[src/hdl/ghi_pkg.sv]
`default_nettype none

package ghi_pkg;

  // Shared iteration counter and serial unit widths
  localparam int CNT_W     = 6;
  localparam int MUL_ACC_W = 56;
  localparam int MUL_MPR_W = 25;
  localparam int DIV_NUM_W = 56;
  localparam int DIV_DEN_W = 44;

  // Start request handed to a serial unit
  typedef struct packed {
    logic             start;
    logic [CNT_W-1:0] count;
  } unit_req_t;

  // Configuration register indexes
  localparam logic [1:0] REG_GYRO_BIAS   = 2'd0;
  localparam logic [1:0] REG_ACCEL_LIMIT = 2'd1;
  localparam logic [1:0] REG_RATE_LIMIT  = 2'd2;

  // Fixed-point constants
  localparam logic [30:0] PI_Q29       = 31'd1686629713;
  localparam logic [30:0] TWO_PI_Q28   = 31'd1686629713;
  localparam logic [30:0] PI_Q28_FLOOR = 31'd843314856;
  localparam logic [22:0] RATE_DIVISOR = 23'd5760000;
  localparam logic [21:0] RATE_HALF    = 22'd2880000;
  localparam logic [19:0] MICRO        = 20'd1000000;
  localparam logic [18:0] MICRO_HALF   = 19'd500000;

  // Iteration counts per serial step
  localparam logic [CNT_W-1:0] CNT_CORR_MUL  = 6'd25;
  localparam logic [CNT_W-1:0] CNT_RATE_DIV  = 6'd55;
  localparam logic [CNT_W-1:0] CNT_ACC_MUL   = 6'd20;
  localparam logic [CNT_W-1:0] CNT_ACC_DIV   = 6'd53;
  localparam logic [CNT_W-1:0] CNT_DT_DIV    = 6'd32;
  localparam logic [CNT_W-1:0] CNT_REM_MUL   = 6'd20;
  localparam logic [CNT_W-1:0] CNT_REM_DIV   = 6'd55;
  localparam logic [CNT_W-1:0] CNT_WHOLE_MUL = 6'd13;
  localparam logic [CNT_W-1:0] CNT_WRAP_DIV  = 6'd49;

  // Sequencer states
  typedef enum logic [3:0] {
    S_IDLE,
    S_CORR_MUL,
    S_RATE_DIV,
    S_ACC_MUL,
    S_ACC_DIV,
    S_DT_DIV,
    S_REM_MUL,
    S_REM_DIV,
    S_WHOLE_MUL,
    S_SUM,
    S_WRAP_DIV,
    S_FINISH
  } state_t;

endpackage

`default_nettype wire

[src/hdl/ghi_serial_mul.sv]
`default_nettype none

// Shift-add multiplier: one multiplier bit per cycle, accumulator preloaded
module ghi_serial_mul (
  input  wire logic                           clk,
  input  wire logic                           rst,
  input  wire ghi_pkg::unit_req_t             req,
  input  wire logic [ghi_pkg::MUL_ACC_W-1:0]  mcand,
  input  wire logic [ghi_pkg::MUL_MPR_W-1:0]  mplier,
  input  wire logic [ghi_pkg::MUL_ACC_W-1:0]  acc_init,
  output logic                                done,
  output logic [ghi_pkg::MUL_ACC_W-1:0]       product
);

  logic                          busy;
  logic [ghi_pkg::CNT_W-1:0]     cnt;
  logic [ghi_pkg::MUL_ACC_W-1:0] mcand_reg;
  logic [ghi_pkg::MUL_MPR_W-1:0] mplier_reg;
  logic [ghi_pkg::MUL_ACC_W-1:0] acc;
  logic [ghi_pkg::MUL_ACC_W-1:0] addend;

  assign addend  = mplier_reg[0] ? mcand_reg : '0;
  assign product = acc;

  // Track iterations and flag the last one
  always_ff @(posedge clk) begin
    if (rst) begin
      busy <= 1'b0;
      done <= 1'b0;
      cnt  <= '0;
    end else begin
      done <= 1'b0;
      if (req.start) begin
        busy <= 1'b1;
        cnt  <= req.count;
      end else if (busy) begin
        cnt <= cnt - ghi_pkg::CNT_W'(1);
        if (cnt == ghi_pkg::CNT_W'(1)) begin
          busy <= 1'b0;
          done <= 1'b1;
        end
      end
    end
  end

  // Load operands, then add and shift one bit per cycle
  always_ff @(posedge clk) begin
    if (req.start) begin
      mcand_reg  <= mcand;
      mplier_reg <= mplier;
      acc        <= acc_init;
    end else if (busy) begin
      acc        <= acc + addend;
      mcand_reg  <= {mcand_reg[ghi_pkg::MUL_ACC_W-2:0], 1'b0};
      mplier_reg <= {1'b0, mplier_reg[ghi_pkg::MUL_MPR_W-1:1]};
    end
  end

endmodule

`default_nettype wire

[src/hdl/ghi_serial_div.sv]
`default_nettype none

// Restoring divider: one quotient bit per cycle, numerator left-justified
module ghi_serial_div (
  input  wire logic                           clk,
  input  wire logic                           rst,
  input  wire ghi_pkg::unit_req_t             req,
  input  wire logic [ghi_pkg::DIV_NUM_W-1:0]  num,
  input  wire logic [ghi_pkg::DIV_DEN_W-1:0]  den,
  output logic                                done,
  output logic [ghi_pkg::DIV_NUM_W-1:0]       quot,
  output logic [ghi_pkg::DIV_DEN_W-1:0]       rem
);

  logic                          busy;
  logic [ghi_pkg::CNT_W-1:0]     cnt;
  logic [ghi_pkg::DIV_NUM_W-1:0] shift_reg;
  logic [ghi_pkg::DIV_DEN_W-1:0] rem_reg;
  logic [ghi_pkg::DIV_DEN_W-1:0] den_reg;
  logic [ghi_pkg::DIV_DEN_W+1:0] trial;
  logic                          fits;

  assign trial = {1'b0, rem_reg, shift_reg[ghi_pkg::DIV_NUM_W-1]} - {2'b00, den_reg};
  assign fits  = !trial[ghi_pkg::DIV_DEN_W+1];
  assign quot  = shift_reg;
  assign rem   = rem_reg;

  // Track iterations and flag the last one
  always_ff @(posedge clk) begin
    if (rst) begin
      busy <= 1'b0;
      done <= 1'b0;
      cnt  <= '0;
    end else begin
      done <= 1'b0;
      if (req.start) begin
        busy <= 1'b1;
        cnt  <= req.count;
      end else if (busy) begin
        cnt <= cnt - ghi_pkg::CNT_W'(1);
        if (cnt == ghi_pkg::CNT_W'(1)) begin
          busy <= 1'b0;
          done <= 1'b1;
        end
      end
    end
  end

  // Shift in one numerator bit, subtract when the divisor fits
  always_ff @(posedge clk) begin
    if (req.start) begin
      shift_reg <= num;
      rem_reg   <= '0;
      den_reg   <= den;
    end else if (busy) begin
      shift_reg <= {shift_reg[ghi_pkg::DIV_NUM_W-2:0], fits};
      if (fits) begin
        rem_reg <= trial[ghi_pkg::DIV_DEN_W-1:0];
      end else begin
        rem_reg <= {rem_reg[ghi_pkg::DIV_DEN_W-2:0], shift_reg[ghi_pkg::DIV_NUM_W-1]};
      end
    end
  end

endmodule

`default_nettype wire

[src/hdl/gyro_heading_integrator_core.sv]
`default_nettype none

// Gyro heading integrator.
// Input channel (in_valid/in_ready) carries one transaction per gyro sample:
// operation (0 sample, 1 clear headings and time reference), gyro_z_mdps and
// time_us. Output channel (out_valid/out_ready) returns one result transaction
// per input: wrapped and unwrapped heading, corrected rate, held acceleration
// and the emergency flag. Registers are written through cfg_we/cfg_index/
// cfg_data; the user must write them only while the block is idle, which the
// block itself does not enforce. A sample runs through one shared shift-add
// multiplier and one shared restoring divider, one bit per cycle; the
// acceleration is recomputed only when the elapsed time exceeds one
// microsecond. A clear transaction goes straight to the finish state, which
// loads the result register. One transaction is in work at a time; in_ready
// is high only between transactions, so the next transaction is taken only
// once the sequencer is back in the idle state.
// The result register holds its transaction while out_ready is low; the next
// input is accepted meanwhile, and its result waits until the register frees.
// Synchronous reset clears headings, time reference, rate and acceleration
// history, and loads the register defaults.
module gyro_heading_integrator_core (
  input  wire logic        clk,
  input  wire logic        rst,
  input  wire logic        cfg_we,
  input  wire logic [1:0]  cfg_index,
  input  wire logic [17:0] cfg_data,
  input  wire logic        in_valid,
  output logic             in_ready,
  input  wire logic        operation,
  input  wire logic [23:0] gyro_z_mdps,
  input  wire logic [31:0] time_us,
  output logic             out_valid,
  input  wire logic        out_ready,
  output logic [30:0]      angle,
  output logic [47:0]      unwrapped_angle,
  output logic [31:0]      rate,
  output logic [31:0]      angular_accel,
  output logic             emergency
);

  ghi_pkg::state_t state, state_next;
  logic            kick;

  // Configuration
  logic [17:0] gyro_bias_mdps;
  logic [15:0] accel_limit;
  logic [6:0]  rate_limit;

  // Integrator state and working registers
  logic [31:0] last_time;
  logic        time_valid;
  logic [31:0] prev_rate;
  logic [31:0] accel_hold;
  logic [30:0] heading;
  logic [47:0] total_heading;
  logic [31:0] dt;
  logic [24:0] corr;
  logic [31:0] rate_cur;
  logic        diff_neg;
  logic [12:0] dt_q;
  logic [19:0] dt_r;
  logic [35:0] frac;
  logic [48:0] inc;
  logic [49:0] sum_val;

  // Combinational helpers
  logic [24:0] sample_corr;
  logic [24:0] corr_mag;
  logic [32:0] rate_diff;
  logic [32:0] diff_mag;
  logic [31:0] rate_mag;
  logic [48:0] sum_mag;
  logic [30:0] wrap_rem;
  logic [30:0] heading_wrapped;
  logic [31:0] accel_mag;
  logic [31:0] prev_mag;
  logic        emergency_next;
  logic        out_load;
  logic        accept;

  // Serial unit ports
  ghi_pkg::unit_req_t              mul_req, div_req;
  logic [ghi_pkg::MUL_ACC_W-1:0]   mul_mcand, mul_acc_init, mul_product;
  logic [ghi_pkg::MUL_MPR_W-1:0]   mul_mplier;
  logic                            mul_done;
  logic [ghi_pkg::DIV_NUM_W-1:0]   div_num, div_quot;
  logic [ghi_pkg::DIV_DEN_W-1:0]   div_den, div_rem;
  logic                            div_done;

  function automatic logic [31:0] sat_mag(input logic [55:0] mag, input logic neg);
    logic [31:0] res;
    if (neg) begin
      res = (mag > 56'h80000000) ? 32'h80000000 : (~mag[31:0] + 32'd1);
    end else begin
      res = (mag > 56'h7FFFFFFF) ? 32'h7FFFFFFF : mag[31:0];
    end
    return res;
  endfunction

  ghi_serial_mul u_mul (
    .clk      (clk),
    .rst      (rst),
    .req      (mul_req),
    .mcand    (mul_mcand),
    .mplier   (mul_mplier),
    .acc_init (mul_acc_init),
    .done     (mul_done),
    .product  (mul_product)
  );

  ghi_serial_div u_div (
    .clk  (clk),
    .rst  (rst),
    .req  (div_req),
    .num  (div_num),
    .den  (div_den),
    .done (div_done),
    .quot (div_quot),
    .rem  (div_rem)
  );

  // Magnitudes and differences feeding the serial units
  assign sample_corr = {gyro_z_mdps[23], gyro_z_mdps} -
                       {{7{gyro_bias_mdps[17]}}, gyro_bias_mdps};
  assign corr_mag    = corr[24] ? (~corr + 25'd1) : corr;
  assign rate_diff   = {rate_cur[31], rate_cur} - {prev_rate[31], prev_rate};
  assign diff_mag    = rate_diff[32] ? (~rate_diff + 33'd1) : rate_diff;
  assign rate_mag    = rate_cur[31] ? (~rate_cur + 32'd1) : rate_cur;
  assign sum_mag     = sum_val[49] ? (~sum_val[48:0] + 49'd1) : sum_val[48:0];
  assign accel_mag   = accel_hold[31] ? (~accel_hold + 32'd1) : accel_hold;
  assign prev_mag    = prev_rate[31] ? (~prev_rate + 32'd1) : prev_rate;
  assign accept      = in_valid && in_ready;

  // Fold the remainder of the heading into the half-open turn around zero
  assign wrap_rem = div_rem[30:0];
  always_comb begin
    if (!sum_val[49]) begin
      heading_wrapped = (wrap_rem > ghi_pkg::PI_Q28_FLOOR) ?
                        (wrap_rem - ghi_pkg::TWO_PI_Q28) : wrap_rem;
    end else if (wrap_rem == '0) begin
      heading_wrapped = '0;
    end else if (wrap_rem <= ghi_pkg::PI_Q28_FLOOR) begin
      heading_wrapped = ~wrap_rem + 31'd1;
    end else begin
      heading_wrapped = ghi_pkg::TWO_PI_Q28 - wrap_rem;
    end
  end

  assign emergency_next = (accel_mag > {4'b0000, accel_limit, 12'h000}) ||
                          (prev_mag > {1'b0, rate_limit, 24'h000000});

  // Next state
  always_comb begin
    state_next = state;
    unique case (state)
      ghi_pkg::S_IDLE: begin
        if (in_valid) begin
          state_next = operation ? ghi_pkg::S_FINISH : ghi_pkg::S_CORR_MUL;
        end
      end
      ghi_pkg::S_CORR_MUL: begin
        if (mul_done) state_next = ghi_pkg::S_RATE_DIV;
      end
      ghi_pkg::S_RATE_DIV: begin
        if (div_done) begin
          state_next = (dt > 32'd1) ? ghi_pkg::S_ACC_MUL : ghi_pkg::S_DT_DIV;
        end
      end
      ghi_pkg::S_ACC_MUL: begin
        if (mul_done) state_next = ghi_pkg::S_ACC_DIV;
      end
      ghi_pkg::S_ACC_DIV: begin
        if (div_done) state_next = ghi_pkg::S_DT_DIV;
      end
      ghi_pkg::S_DT_DIV: begin
        if (div_done) state_next = ghi_pkg::S_REM_MUL;
      end
      ghi_pkg::S_REM_MUL: begin
        if (mul_done) state_next = ghi_pkg::S_REM_DIV;
      end
      ghi_pkg::S_REM_DIV: begin
        if (div_done) state_next = ghi_pkg::S_WHOLE_MUL;
      end
      ghi_pkg::S_WHOLE_MUL: begin
        if (mul_done) state_next = ghi_pkg::S_SUM;
      end
      ghi_pkg::S_SUM: begin
        state_next = ghi_pkg::S_WRAP_DIV;
      end
      ghi_pkg::S_WRAP_DIV: begin
        if (div_done) state_next = ghi_pkg::S_FINISH;
      end
      ghi_pkg::S_FINISH: begin
        if (!out_valid || out_ready) state_next = ghi_pkg::S_IDLE;
      end
      default: state_next = ghi_pkg::S_IDLE;
    endcase
  end

  // Outputs: handshake, unit starts and operand selection
  always_comb begin
    in_ready      = 1'b0;
    out_load      = 1'b0;
    mul_req.start = 1'b0;
    mul_req.count = '0;
    div_req.start = 1'b0;
    div_req.count = '0;
    mul_mcand     = '0;
    mul_mplier    = '0;
    mul_acc_init  = '0;
    div_num       = '0;
    div_den       = '0;
    unique case (state)
      ghi_pkg::S_IDLE: begin
        in_ready = 1'b1;
      end
      ghi_pkg::S_CORR_MUL: begin
        mul_req.start = kick;
        mul_req.count = ghi_pkg::CNT_CORR_MUL;
        mul_mcand     = {25'd0, ghi_pkg::PI_Q29};
        mul_mplier    = corr_mag;
        mul_acc_init  = {34'd0, ghi_pkg::RATE_HALF};
      end
      ghi_pkg::S_RATE_DIV: begin
        div_req.start = kick;
        div_req.count = ghi_pkg::CNT_RATE_DIV;
        div_num       = {mul_product[54:0], 1'b0};
        div_den       = {21'd0, ghi_pkg::RATE_DIVISOR};
      end
      ghi_pkg::S_ACC_MUL: begin
        mul_req.start = kick;
        mul_req.count = ghi_pkg::CNT_ACC_MUL;
        mul_mcand     = {23'd0, diff_mag};
        mul_mplier    = {5'd0, ghi_pkg::MICRO};
        mul_acc_init  = {13'd0, dt, 11'd0};
      end
      ghi_pkg::S_ACC_DIV: begin
        div_req.start = kick;
        div_req.count = ghi_pkg::CNT_ACC_DIV;
        div_num       = {mul_product[52:0], 3'd0};
        div_den       = {dt, 12'd0};
      end
      ghi_pkg::S_DT_DIV: begin
        div_req.start = kick;
        div_req.count = ghi_pkg::CNT_DT_DIV;
        div_num       = {dt, 24'd0};
        div_den       = {24'd0, ghi_pkg::MICRO};
      end
      ghi_pkg::S_REM_MUL: begin
        mul_req.start = kick;
        mul_req.count = ghi_pkg::CNT_REM_MUL;
        mul_mcand     = {20'd0, rate_mag, 4'd0};
        mul_mplier    = {5'd0, dt_r};
        mul_acc_init  = {37'd0, ghi_pkg::MICRO_HALF};
      end
      ghi_pkg::S_REM_DIV: begin
        div_req.start = kick;
        div_req.count = ghi_pkg::CNT_REM_DIV;
        div_num       = {mul_product[54:0], 1'b0};
        div_den       = {24'd0, ghi_pkg::MICRO};
      end
      ghi_pkg::S_WHOLE_MUL: begin
        mul_req.start = kick;
        mul_req.count = ghi_pkg::CNT_WHOLE_MUL;
        mul_mcand     = {20'd0, rate_mag, 4'd0};
        mul_mplier    = {12'd0, dt_q};
        mul_acc_init  = {20'd0, frac};
      end
      ghi_pkg::S_SUM: begin
      end
      ghi_pkg::S_WRAP_DIV: begin
        div_req.start = kick;
        div_req.count = ghi_pkg::CNT_WRAP_DIV;
        div_num       = {sum_mag, 7'd0};
        div_den       = {13'd0, ghi_pkg::TWO_PI_Q28};
      end
      ghi_pkg::S_FINISH: begin
        out_load = !out_valid || out_ready;
      end
      default: begin
      end
    endcase
  end

  // State register and start strobe on every state entry
  always_ff @(posedge clk) begin
    if (rst) begin
      state <= ghi_pkg::S_IDLE;
      kick  <= 1'b0;
    end else begin
      state <= state_next;
      kick  <= (state_next != state);
    end
  end

  // Configuration writes
  always_ff @(posedge clk) begin
    if (rst) begin
      gyro_bias_mdps <= 18'h3FEDE;
      accel_limit    <= 16'd6000;
      rate_limit     <= 7'd35;
    end else if (cfg_we) begin
      unique case (cfg_index)
        ghi_pkg::REG_GYRO_BIAS:   gyro_bias_mdps <= cfg_data;
        ghi_pkg::REG_ACCEL_LIMIT: accel_limit    <= cfg_data[15:0];
        ghi_pkg::REG_RATE_LIMIT:  rate_limit     <= cfg_data[6:0];
        default: begin
        end
      endcase
    end
  end

  // Integrator state: time reference, rate and acceleration history, headings
  always_ff @(posedge clk) begin
    if (rst) begin
      last_time     <= '0;
      time_valid    <= 1'b0;
      prev_rate     <= '0;
      accel_hold    <= '0;
      heading       <= '0;
      total_heading <= '0;
    end else begin
      if (accept) begin
        if (operation) begin
          time_valid    <= 1'b0;
          heading       <= '0;
          total_heading <= '0;
        end else begin
          last_time  <= time_us;
          time_valid <= 1'b1;
        end
      end
      if (state == ghi_pkg::S_ACC_DIV && div_done) begin
        accel_hold <= sat_mag(div_quot, diff_neg);
      end
      if (state == ghi_pkg::S_DT_DIV && kick) begin
        prev_rate <= rate_cur;
      end
      if (state == ghi_pkg::S_SUM) begin
        total_heading <= total_heading + inc[47:0];
      end
      if (state == ghi_pkg::S_WRAP_DIV && div_done) begin
        heading <= heading_wrapped;
      end
    end
  end

  // Working registers of the sample in flight
  always_ff @(posedge clk) begin
    if (accept && !operation) begin
      dt   <= time_valid ? (time_us - last_time) : '0;
      corr <= sample_corr;
    end
    if (state == ghi_pkg::S_RATE_DIV && div_done) begin
      rate_cur <= sat_mag(div_quot, corr[24]);
    end
    if (state == ghi_pkg::S_ACC_MUL && kick) begin
      diff_neg <= rate_diff[32];
    end
    if (state == ghi_pkg::S_DT_DIV && div_done) begin
      dt_q <= div_quot[12:0];
      dt_r <= div_rem[19:0];
    end
    if (state == ghi_pkg::S_REM_DIV && div_done) begin
      frac <= div_quot[35:0];
    end
    if (state == ghi_pkg::S_WHOLE_MUL && mul_done) begin
      inc <= rate_cur[31] ? (~{1'b0, mul_product[47:0]} + 49'd1) :
                            {1'b0, mul_product[47:0]};
    end
    if (state == ghi_pkg::S_SUM) begin
      sum_val <= {{19{heading[30]}}, heading} + {inc[48], inc};
    end
  end

  // Result register: hold while the receiver stalls
  always_ff @(posedge clk) begin
    if (rst) begin
      out_valid <= 1'b0;
    end else if (out_load) begin
      out_valid <= 1'b1;
    end else if (out_ready) begin
      out_valid <= 1'b0;
    end
  end

  always_ff @(posedge clk) begin
    if (out_load) begin
      angle           <= heading;
      unwrapped_angle <= total_heading;
      rate            <= prev_rate;
      angular_accel   <= accel_hold;
      emergency       <= emergency_next;
    end
  end

  // Acceleration is computed only over an interval above one microsecond
  a_acc_needs_dt: assert property (@(posedge clk) disable iff (rst)
    (state == ghi_pkg::S_ACC_MUL) |-> (dt > 32'd1))
    else $error("acceleration step entered with short interval");

  // A clear transaction zeroes headings and drops the time reference
  a_clear_item: assert property (@(posedge clk) disable iff (rst)
    (accept && operation) |=> (heading == '0 && total_heading == '0 && !time_valid))
    else $error("clear transaction did not reset headings");

  // Wrapped heading stays within one half turn of zero
  a_heading_range: assert property (@(posedge clk) disable iff (rst)
    ($signed(heading) <= $signed({1'b0, ghi_pkg::PI_Q28_FLOOR})) &&
    ($signed(heading) >= -$signed({1'b0, ghi_pkg::PI_Q28_FLOOR})))
    else $error("wrapped heading out of range");

  // The shared units never finish in the same cycle
  a_units_exclusive: assert property (@(posedge clk) disable iff (rst)
    !(mul_done && div_done))
    else $error("multiplier and divider finished together");

  // A new result appears only from the finish state
  a_result_source: assert property (@(posedge clk) disable iff (rst)
    $rose(out_valid) |-> ($past(state) == ghi_pkg::S_FINISH))
    else $error("result raised outside finish state");

endmodule

`default_nettype wire
[config.mk]
export PLATFORM = sky130hd
export DESIGN_NAME = gyro_heading_integrator_core
export DESIGN_NICKNAME = d
export VERILOG_FILES = /design/src/hdl/ghi_pkg.sv /design/src/hdl/ghi_serial_mul.sv /design/src/hdl/ghi_serial_div.sv /design/src/hdl/gyro_heading_integrator_core.sv
export SDC_FILE = /design/constraint.sdc
export NUM_CORES = 2
export LEC_CHECK = 0
export ABC_AREA = 1
export BUFFER_PORTS_ARGS = -buffer_cell sky130_fd_sc_hd__buf_2
export CORE_MARGIN = 3
export CORE_UTILIZATION = 25
export CTS_CLUSTER_SIZE = 20
export DETAILED_ROUTE_END_ITERATION = 8
export PLACE_DENSITY = 0.46
export SYNTH_ARGS = -nofsm -noshare
export SYNTH_HDL_FRONTEND = slang
export SYNTH_HIERARCHICAL = 1
export SYNTH_SLANG_ARGS = --single-unit
[constraint.sdc]
create_clock -name clk -period 12.4 [get_ports clk]
set_input_delay 3.72 -clock clk [delete_from_list [all_inputs] [get_ports clk]]
set_output_delay 3.72 -clock clk [all_outputs]
set_load 0.01 [all_outputs]
==> reports/qor.csv <==
stage;metric;value;unit
sta;Final Hold Slack;0.458;ns
clocking;clk buf depth;3;
clocking;total of hold buffers inserted after clock tree synthesis;0;
sta;minimum clock period after layout;5.70;ns
clocking;root buffer cell;sky130_fd_sc_hd__clkbuf_16;
floorplanning;Top Ports;228;
worst_setup_path;kind of end point of the critical path;flip-flop;
worst_setup_path;Top Family by Delay on Critical Path;compound AO/OA/AOI/OAI gates;
layout;Net count, final;10497;
floorplanning;Placeable Area;0.271;mm²
clocking;number of buffers inserted by post-CTS setup repair;0;
clocking;total clock sinks;920;
worst_hold_path;hold-critical path depth;2;
power;total leakage power;34.8;nW
worst_setup_path;reg-to-reg critical path startpoint;state[3]$_SDFF_PP0_;
detailed_routing;number of optimization iterations in the first detailed-route pass;9;
detailed_routing;count of vias placed by the detailed router;66345;
synthesis;Yosys warning total;6;
sta;transition time at the pin with the least slew margin;1.16;ns
sta;number of slew-limit violations in the final report;0;
place;final weighted congestion in routability-driven placement;0.965;
sta;Final period util;46.0;%
place;HPWL after DPL;220000;µm
worst_hold_path;Worst Hold Launch;last_time[23]$_SDFFE_PP0P_;
worst_setup_path;Critical-path top delay cell;sky130_fd_sc_hd__o21ai_0;
global_route;global-route wire length before repair;409000;µm
worst_setup_path;data arrival time at the worst-slack endpoint;6.32;ns
clocking;number of CTS-inserted buffers;111;
floorplanning;Row Count;191;
sta;RSZ-0062 raised after global routing;no;
clocking;TritonCTS clock tree;done;
floorplanning;height of the die;528;µm
power;Pwr per Cell Area;142;mW/mm²
worst_setup_path;R2R Setup Slk;7.40;ns
worst_hold_path;hold crit path type;reg -> reg;
sta;clock tree skew after final layout;0.0675;ns
sta;number of failing hold endpoints at the final stage;0;
sta;setup total negative slack;0;ns
global_route;pin count of the biggest net entering global routing;87;
power;Overall Power;10.9;mW
sta;relative slew slack;22.4;%
worst_setup_path;type of the worst setup path;in -> reg;
clocking;CTS H-Tree Depth;3;
worst_setup_path;Critical R2R Capture;u_mul/mcand_reg[37]$_DFFE_PP_;
global_route;vias in the first global route;62503;
worst_setup_path;largest fanout on the critical path;6;
global_route;remaining global-route overflow;0;
synthesis;Cells after Synth;9901;
worst_setup_path;number of buffers and inverters on the critical path;2;
layout;share of the core filled with cells;28.5;%
synthesis;average footprint of a synthesized cell;6.88;µm²
global_route;Total GRT Usage;19.3;%
worst_setup_path;FF-to-FF path depth;12;
detailed_routing;post-detailed-route wirelength per cell;20.3;µm
sta;f_max;0.175;GHz
status;violated checks;DRC;
detailed_routing;mean number of vias per cell;4.82;
floorplanning;initial cell density of the core;25.1;%
global_route;number of antenna violations at the first check in global routing;22;
run;number of max-capacitance violations reported;0;
layout;max FFs per register;56;
clocking;clock latency at the later pin of the worst-skew pair;0.79;ns
worst_setup_path;CP startpoint kind;input pin;
worst_setup_path;cell-by-cell trace of the critical path;buf_2 -> inv_1 -> ha_1 -> fa_1 -> nand3b_1 -> nand2_1 -> a31oi_1 -> o21ai_0 -> a21oi_1 -> o21ai_0 -> o21ai_0 -> a21oi_1;
floorplanning;die footprint;0.279;mm²
layout;proportion of layout cells with a drive suffix above 1;7.73;%
worst_setup_path;endpoint required time on the critical path;13.01;ns
layout;Layout Area Growth over Synthesis;13.2;%
worst_hold_path;worst hold endpoint;last_time[23]$_SDFFE_PP0P_;
detailed_routing;Iter 0 DRT Violations;6520;
place;port bufs;227;
status;result of the run;finished, violations left;
detailed_routing;remaining antenna violation count;0;
power;maximum VDD drop;0.132;mV
floorplanning;Die Span X;528;µm
synthesis;netlist area before placement;0.0682;mm²
detailed_routing;WL final;279000;µm
clocking;clock transition time at the flip-flop clock pins of the worst setup and hold paths;0.06;ns
worst_setup_path;maximum cell stage delay along the critical path;0.60;ns
detailed_routing;number of remaining DRC errors;20;
sta;Finish-stage setup viols;0;
worst_setup_path;most common cell type on the critical path;sky130_fd_sc_hd__o21ai_0;
clocking;post-cts sizing count;0;
[tightest hold or removal path, delay by kind of cell (launching register included)]
| kind | cells | cell delay, ns |
|---|---|---|
| buffers and inverters | 1 | 0.06 |
| DFF | 1 | 0.30 |
| AOI/OAI and AO/OA | 1 | 0.05 |
[per-layer routing]
| layer | share of wire, % | GRT usage [%] | vias to the layer above |
|---|---|---|---|
| li1 | - | - | 32540 |
| met1 | 48 | 27.9 | 31209 |
| met2 | 43 | 30.1 | 2247 |
| met3 | 6.2 | 2.35 | 349 |
| met4 | 3.1 | 5.55 | 0 |
| met5 | 0 | 0 | - |
[worst max path at each step]
stage	from	endpoint	slack, ns	cells past startpoint
3_5_place_dp	time_us[0]	dt[20]$_SDFFCE_PN0P_	5.93	12
3_3_place_gp	time_us[0]	dt[20]$_SDFFCE_PN0P_	5.90	12
5_1_grt	time_us[0]	dt[20]$_SDFFCE_PN0P_	6.39	12
6_report	time_us[0]	dt[20]$_SDFFCE_PN0P_	6.70	12
4_1_cts	state[1]$_SDFF_PP0_	in_ready	6.59	4
2_1_floorplan	out_ready	angle[0]$_DFFE_PP_	1.72	3
[where the power goes]
part,switching (mW),internal [mW]
clock,1.46,1.92
sequential,0.285,3.56
combinational,2.60,1.10
[cells in the final DEF (no fill, tap or decap), drive strengths merged, types with 40 or more instances in the layout]
master and n:
dfxtp 283, nand3 583, buf 307, clkinv 62, nand2 3061, xnor2 73
edfxtp 637, o211ai 67, conb 40, ha 319, inv 1526, nand4 147
clkbuf 146, nor3 132, xor2 214, nor4 43, o21ai 592, nor2 953
a21oi 649, a31oi 61
[stage by stage]
stage	cell area (µm²)	setup slack, ns	std cells
2_1_floorplan	68300	1.72	9940
3_3_place_gp	73400	5.90	13546
3_5_place_dp	73400	5.93	13546
4_1_cts	77100	6.59	13756
5_1_grt	77100	6.39	13758
6_report	77100	6.70	13764
[final cells by class]
| type | instances | area [µm²] |
|---|---|---|
| Antenna cell | 8 | 20.0 |
| Clock inverter | 64 | 721 |
| Clock buffer | 146 | 3020 |
| Sequential cell | 920 | 24800 |
| Multi-Input combinational cell | 7207 | 36600 |
| Timing Repair Buffer | 307 | 1740 |
| Inverter | 1542 | 5800 |
| Fill cell | 30047 | 194000 |
| Tap cell | 3570 | 4470 |
Power figures use the tool's default switching activity.
